[src/hdl/pf_pkg.sv]
// shared types, constants and helpers of the playfair digraph cipher
package pf_pkg;

  localparam int unsigned GRID_SIDE = 5;
  localparam int unsigned CODE_W    = 5;
  localparam int unsigned IDX_W     = 3;
  localparam int unsigned DATA_W    = 16;
  localparam int unsigned CFG_IDX_W = 3;

  typedef logic [CODE_W-1:0] code_t;
  typedef logic [IDX_W-1:0]  idx_t;
  typedef logic [GRID_SIDE-1:0][CODE_W-1:0] row_t;
  typedef row_t [GRID_SIDE-1:0] square_t;

  localparam code_t LETTER_I = code_t'(8);
  localparam code_t LETTER_J = code_t'(9);

  typedef enum logic [CFG_IDX_W-1:0] {
    REG_KEY_ROW_0 = 3'd0,
    REG_KEY_ROW_1 = 3'd1,
    REG_KEY_ROW_2 = 3'd2,
    REG_KEY_ROW_3 = 3'd3,
    REG_KEY_ROW_4 = 3'd4,
    REG_DECRYPT   = 3'd5
  } cfg_reg_e;

  typedef struct packed {
    logic found;
    idx_t row;
    idx_t col;
  } loc_t;

  typedef struct packed {
    code_t first_out;
    code_t second_out;
    logic  both_found;
  } result_t;

  function automatic idx_t step_idx(idx_t v, logic back);
    idx_t r;
    if (back) begin
      r = (v == '0) ? idx_t'(GRID_SIDE - 1) : idx_t'(v - idx_t'(1));
    end else begin
      r = (v == idx_t'(GRID_SIDE - 1)) ? '0 : idx_t'(v + idx_t'(1));
    end
    return r;
  endfunction

  function automatic code_t sq_cell(square_t sq, idx_t r, idx_t c);
    return sq[r][c];
  endfunction

endpackage

[src/hdl/pf_locate.sv]
// one lookup lane: finds a letter in the key square, last match wins
module pf_locate import pf_pkg::*; (
  input  code_t   letter_i,
  input  square_t square_i,
  output loc_t    loc_o
);

  code_t key;

  assign key = (letter_i == LETTER_J) ? LETTER_I : letter_i;

  always_comb begin
    loc_o = '0;
    for (int r = 0; r < GRID_SIDE; r++) begin
      for (int c = 0; c < GRID_SIDE; c++) begin
        if (square_i[r][c] == key) begin
          loc_o.found = 1'b1;
          loc_o.row   = idx_t'(r);
          loc_o.col   = idx_t'(c);
        end
      end
    end
  end

endmodule

[src/hdl/pf_merge.sv]
// merge stage: combines both lane positions into the output letter pair
module pf_merge import pf_pkg::*; (
  input  code_t   raw_a_i,
  input  code_t   raw_b_i,
  input  loc_t    loc_a_i,
  input  loc_t    loc_b_i,
  input  square_t square_i,
  input  logic    back_i,
  output result_t res_o
);

  always_comb begin
    res_o.both_found = loc_a_i.found & loc_b_i.found;
    priority if (!(loc_a_i.found && loc_b_i.found)) begin
      res_o.first_out  = raw_a_i;
      res_o.second_out = raw_b_i;
    end else if (loc_a_i.row == loc_b_i.row) begin
      res_o.first_out  = sq_cell(square_i, loc_a_i.row, step_idx(loc_a_i.col, back_i));
      res_o.second_out = sq_cell(square_i, loc_b_i.row, step_idx(loc_b_i.col, back_i));
    end else if (loc_a_i.col == loc_b_i.col) begin
      res_o.first_out  = sq_cell(square_i, step_idx(loc_a_i.row, back_i), loc_a_i.col);
      res_o.second_out = sq_cell(square_i, step_idx(loc_b_i.row, back_i), loc_b_i.col);
    end else begin
      res_o.first_out  = sq_cell(square_i, loc_a_i.row, loc_b_i.col);
      res_o.second_out = sq_cell(square_i, loc_b_i.row, loc_a_i.col);
    end
  end

endmodule

[src/hdl/playfair_digraph_cipher.sv]
// Playfair digraph cipher over a 5x5 key square written through the config port.
// Takes one digraph word per cycle while not stalled and returns one result word per
// digraph: the first stage runs two lookup lanes (one per letter, 25 parallel compares
// each) into a register, the second merges them into the output register. J is looked
// up as I; a letter missing from the square clears tuser and passes both input letters
// through unchanged. The user must write the key rows and the decrypt mode only while
// no digraph is in flight; the block does not enforce this. Writes always complete.
module playfair_digraph_cipher import pf_pkg::*; (
  input  logic                 clk_i,
  input  logic                 rst_ni,
  input  logic                 s_axis_tvalid,
  output logic                 s_axis_tready,
  input  logic [DATA_W-1:0]    s_axis_tdata,   // first_letter[4:0], second_letter[9:5]
  output logic                 m_axis_tvalid,
  input  logic                 m_axis_tready,
  output logic [DATA_W-1:0]    m_axis_tdata,   // first_out[4:0], second_out[9:5]
  output logic [0:0]           m_axis_tuser,   // both_found[0]
  input  logic                 cfg_valid_i,
  output logic                 cfg_ready_o,
  input  logic [CFG_IDX_W-1:0] cfg_index_i,
  input  logic [GRID_SIDE*CODE_W-1:0] cfg_data_i
);

  square_t square_q;
  logic    back_q;

  logic    s1_valid_q, s1_valid_d;
  logic    out_valid_q, out_valid_d;
  logic    s1_ready, s2_ready, in_acc;
  code_t   raw_a_q, raw_b_q;
  loc_t    loc_a_q, loc_b_q;
  loc_t    loc_a_d, loc_b_d;
  result_t res_d, res_q;

  assign cfg_ready_o = 1'b1;

  always_ff @(posedge clk_i or negedge rst_ni) begin
    if (!rst_ni) begin
      square_q <= '0;
      back_q   <= 1'b0;
    end else if (cfg_valid_i) begin
      unique case (cfg_reg_e'(cfg_index_i))
        REG_KEY_ROW_0: square_q[0] <= row_t'(cfg_data_i);
        REG_KEY_ROW_1: square_q[1] <= row_t'(cfg_data_i);
        REG_KEY_ROW_2: square_q[2] <= row_t'(cfg_data_i);
        REG_KEY_ROW_3: square_q[3] <= row_t'(cfg_data_i);
        REG_KEY_ROW_4: square_q[4] <= row_t'(cfg_data_i);
        REG_DECRYPT:   back_q      <= cfg_data_i[0];
        default: ;
      endcase
    end
  end

  // two-stage pipe with per-stage ready
  assign s2_ready      = !out_valid_q || m_axis_tready;
  assign s1_ready      = !s1_valid_q || s2_ready;
  assign s_axis_tready = s1_ready;
  assign in_acc        = s_axis_tvalid && s1_ready;
  assign s1_valid_d    = s1_ready ? s_axis_tvalid : s1_valid_q;
  assign out_valid_d   = s2_ready ? s1_valid_q : out_valid_q;

  always_ff @(posedge clk_i or negedge rst_ni) begin
    if (!rst_ni) begin
      s1_valid_q  <= 1'b0;
      out_valid_q <= 1'b0;
    end else begin
      s1_valid_q  <= s1_valid_d;
      out_valid_q <= out_valid_d;
    end
  end

  pf_locate u_lane_a (
    .letter_i (s_axis_tdata[CODE_W-1:0]),
    .square_i (square_q),
    .loc_o    (loc_a_d)
  );

  pf_locate u_lane_b (
    .letter_i (s_axis_tdata[2*CODE_W-1:CODE_W]),
    .square_i (square_q),
    .loc_o    (loc_b_d)
  );

  always_ff @(posedge clk_i) begin
    if (in_acc) begin
      raw_a_q <= s_axis_tdata[CODE_W-1:0];
      raw_b_q <= s_axis_tdata[2*CODE_W-1:CODE_W];
      loc_a_q <= loc_a_d;
      loc_b_q <= loc_b_d;
    end
  end

  pf_merge u_merge (
    .raw_a_i  (raw_a_q),
    .raw_b_i  (raw_b_q),
    .loc_a_i  (loc_a_q),
    .loc_b_i  (loc_b_q),
    .square_i (square_q),
    .back_i   (back_q),
    .res_o    (res_d)
  );

  always_ff @(posedge clk_i) begin
    if (s2_ready && s1_valid_q) begin
      res_q <= res_d;
    end
  end

  assign m_axis_tvalid = out_valid_q;
  assign m_axis_tdata  = {{(DATA_W - 2*CODE_W){1'b0}}, res_q.second_out, res_q.first_out};
  assign m_axis_tuser  = res_q.both_found;

endmodule

[config.mk]
export PLATFORM = sky130hd
export DESIGN_NAME = playfair_digraph_cipher
export DESIGN_NICKNAME = d
export VERILOG_FILES = /design/src/hdl/pf_pkg.sv /design/src/hdl/pf_locate.sv /design/src/hdl/pf_merge.sv /design/src/hdl/playfair_digraph_cipher.sv
export SDC_FILE = /design/constraint.sdc
export NUM_CORES = 1
export LEC_CHECK = 0
export BUFFER_PORTS_ARGS = -buffer_cell sky130_fd_sc_hd__buf_2
export CELL_PAD_IN_SITES_DETAIL_PLACEMENT = 0
export CELL_PAD_IN_SITES_GLOBAL_PLACEMENT = 1
export CORE_MARGIN = 4
export CORE_UTILIZATION = 45
export CTS_CLUSTER_DIAMETER = 80
export DETAILED_ROUTE_END_ITERATION = 10
export PLACE_DENSITY = 0.8
export SYNTH_ARGS = -nofsm -noshare
export SYNTH_HDL_FRONTEND = slang
export SYNTH_SLANG_ARGS = --single-unit
[constraint.sdc]
create_clock -name clk_i -period 11.61 [get_ports clk_i]
set_clock_uncertainty 0.15 [all_clocks]
set_input_delay 1.7415 -clock clk_i [delete_from_list [all_inputs] [get_ports clk_i]]
set_output_delay 1.7415 -clock clk_i [all_outputs]
set_load 0.02 [all_outputs]
==> results by group <==
Timing
  – Min cycle time layout: slightly above 5 ns
  – Fin. max-slew vios: 0
  – Tcrit/Tclk final: 0.4475
  – Hold Fails Final Rpt: 0
  – RSZ-0062 raised after global routing: no
  – Rel. slew slack: 0.1771
  – Worst slew pin tran: approximately 1.2 ns
  – Max Fclk: 0.1925 GHz
  – Final setup violation count: 0
  – Setup TNS: 0 ns

Worst setup path
  – Crit Reg-Reg Endpoint: m_axis_tdata[7]$_DFFE_PP_
  – Worst Reg2Reg Path Length in Cells: 11
  – Critical Path Start: loc_b_q[3]$_SDFFCE_PP0P_
  – CP Max Fanout: 45
  – R2R Setup Slk: between 6 and 7 ns
  – Critical path type: reg2reg
  – Crit end category: flop
  – CP Data Arrival Time: between 5 and 6 ns
  – Crit path launch type: flop
  – Worst reg2reg path startpoint: loc_b_q[3]$_SDFFCE_PP0P_
  – Worst EP required: around 12 ns

Drt
  – DR iter-0 viols: ~2000
  – Routed Antenna Nets: 0
  – Drt first pass iters: 6
  – Wirelength, routed: approximately 62 mm
  – DR vias/cell: ~7.0
  – DR WL/cell: approximately 31 um
  – Detailed-route via count: 14140
  – Residual DRC: 0

Synthesis
  – Synth top area share: 0.2029
  – Post-synth top area cell: dfrtp_1
  – Synth area leaders: dfrtp_1 20%, mux2_2 12%, mux4_2 8.4%
  – Synth Cell Area: ~16000 um2
  – Main synth FF type: dfrtp_1
  – Yosys Warn Count: 0
  – Mapped Cells: 1661
  – Sequential fraction of the synthesis area: 0.2695
  – Async set-reset flop share out of synthesis: 0.7853
  – Syn avg cell area: 9.503 um2
  – Post-synthesis register bit count: between 150 and 200
  – Netlist cell types: between 70 and 80
  – Post-synth EDFFs: 35

Place
  – Placed cell area: 15920 um2
  – PortBufs: 55
  – Post-detail-place hpwl: about 44 mm
  – RD Place Congestion: ~1.0

Final layout
  – Final instance area: roughly 17000 um2
  – Fill cells: around 3300
  – Layout cells sized above 1: 0.2308
  – Nets@finish: about 1600
  – ANT cells: 0
  – Syn-to-layout area delta: 4.621%

Clocking
  – # hold bufs at CTS: 0
  – CTS Sinks: between 150 and 200
  – Clock tree buffer depth: 2
  – CTS Root Buffer Type: clkbuf_16
  – CTS HTree Levels: 4
  – Clk_lat worst skew: 0.45 ns
  – Clock-pin slew on the worst setup and hold paths: ~0.08 ns
  – CTS Buf Count: 17
  – Total setup buffers inserted after CTS: 0
  – CTS tree: yes
  – CTS resizes: 0

Global route
  – GR Overflow Total: 0
  – Initial antenna violation count: 1
  – Total GRT Usage: 0.3198
  – Largest net degree at the start of global routing: 61
  – Global-route wire length before repair: about 91 mm
  – Number of global-route vias before repair: 13410

Die
  – CORE AREA: approximately 35000 um2
  – Full die area: around 38000 um2
  – Die Height: around 200 um
  – Starting Density: 0.4570
  – Die Wd: a little under 200 um
  – Row count: 68
  – IO Count: 69

Status
  – Run status: finished clean

Min path
  – Hold_sp: s1_valid_q$_DFFE_PN0N_
  – Worst hold stages: 1
  – Endpoint, Worst Hold: m_axis_tvalid$_DFFE_PN0P_
  – Hold Crit Class: reg2reg

Power and ir drop
  – PD cells: about 210 nW/um2
  – VDD IR max: approximately 0.12 mV
  – Leakage: approximately 6.4 nW

Job
  – Max_cap viols: 0
==> state kept, by name, indices dropped and copies added (netlist names), 5 cells and up <==
signal and count:
square_q 125, loc_a_q 7, loc_b_q 7, raw_a_q 5
m_axis_tdata 10, raw_b_q 5
==> final cells by class <==
type,count,area [um2],share of cell area
Tap cell,455,569.3,0.03447
Multi-Input combinational cell,1261,10530,0.6375
Inverter,18,67.56,0.004091
Sequential cell,163,4254,0.2576
Clock inverter,15,162.7,0.009849
Clock buffer,17,425.4,0.02576
Timing Repair Buffer,86,508.0,0.03076
==> cells in the mapped netlist, types with 17 or more instances <==
cell type  number
a21oi_1        48
a22oi_1        31
buf_1          22
buf_2          51
buf_4          22
clkbuf_1      124
dfrtp_1       128
edfxtp_1       35
inv_1          17
mux2_2        169
mux2i_1       103
mux4_2         59
nand2_1        72
nand3_1        40
nand4_1        30
nor2_1         70
nor3_1         44
nor3b_1        24
nor4_1         30
o21ai_0        73
o22ai_1        30
o2bb2ai_1      20
or3_1          22
xnor2_1        93
xor2_1        129
==> layout by cell type (no fill, tap or decap), types with 17 or more instances in the layout <==
cell type	instances
a21oi_1	48
a22oi_1	31
buf_2	54
buf_4	31
clkbuf_16	17
dfrtp_1	128
edfxtp_1	35
inv_1	17
mux2_2	169
mux2i_1	103
mux4_2	59
nand2_1	72
nand3_1	40
nand4_1	30
nor2_1	70
nor3_1	42
nor3b_1	24
nor4_1	30
o21ai_0	73
o22ai_1	30
o2bb2ai_1	20
or3_1	22
xnor2_1	93
xor2_1	129
==> routing by layer <==
layer  routed length [um]  track usage  vias up  share of wire
met4                 4656       0.1795        2          0.075
met5                   17            0        -        0.00027
li1                     -            -     5831              -
met1                24530       0.4374     6992           0.39
met2                25860       0.4656     1031           0.42
met3                 7241      0.07643      285           0.12
==> stage by stage <==
| stage | std cells | setup slack [ns] | utilization | power (mW) | hold WS, ns |
|---|---|---|---|---|---|
| after floorplan | 1666 | 7.665 | - | 2.309 | 0.2990 |
| after global placement | 1982 | 6.360 | 0.4609 | 2.845 | 0.3147 |
| after detailed placement | 1982 | 6.303 | 0.4609 | 2.874 | 0.3305 |
| after CTS | 2014 | 6.540 | 0.4779 | 3.450 | 0.3527 |
| after global routing | 2015 | 6.316 | 0.4781 | 3.670 | 0.3884 |
| final | 2015 | 6.414 | 0.4781 | 3.527 | 0.3433 |
==> worst max-delay path: stages, from the launching register on <==
cell       delay, ns
edfxtp_1        0.32
buf_4           0.57
inv_1           0.56
ha_1            0.42
ha_1            0.26
nor2b_2         0.19
a211oi_4        0.21
buf_4           0.43
mux4_2          0.56
a222oi_1        0.66
o2111ai_1       0.17
a211o_1         0.34
==> power by group <==
group / internal [mW] / switching, mW / leakage (nW) / total (mW)
Clock: 0.287 / 0.285 / 0.281 / 0.572
Sequential: 0.719 / 0.366 / 1.87 / 1.09
Combinational: 0.819 / 1.05 / 4.20 / 1.87
==> kinds of logic after synthesis <==
logic type	count (synthesis)	synth area share
xor gates and xnor gates	222	0.1232
buffers and inverters	242	0.06801
muxes	331	0.2701
DFF	163	0.2695
adders and majority gates	16	0.01268
other	2	0.0004758
and+or+nand+nor	384	0.1297
AOI/OAI and AO/OA	301	0.1264
==> worst max path at each step <==
| stage | end | cells after the start | slack (ns) |
|---|---|---|---|
| after global routing | m_axis_tdata[7]$_DFFE_PP_ | 11 | 6.32 |
| after global placement | loc_b_q[6]$_SDFFCE_PP1P_ | 9 | 6.36 |
| final | m_axis_tdata[7]$_DFFE_PP_ | 11 | 6.41 |
| after CTS | m_axis_tdata[7]$_DFFE_PP_ | 11 | 6.54 |
| after floorplan | loc_b_q[6]$_SDFFCE_PP1P_ | 9 | 7.67 |
| after detailed placement | loc_b_q[6]$_SDFFCE_PP1P_ | 9 | 6.30 |
No activity file was read; power rests on OpenSTA's default activity.
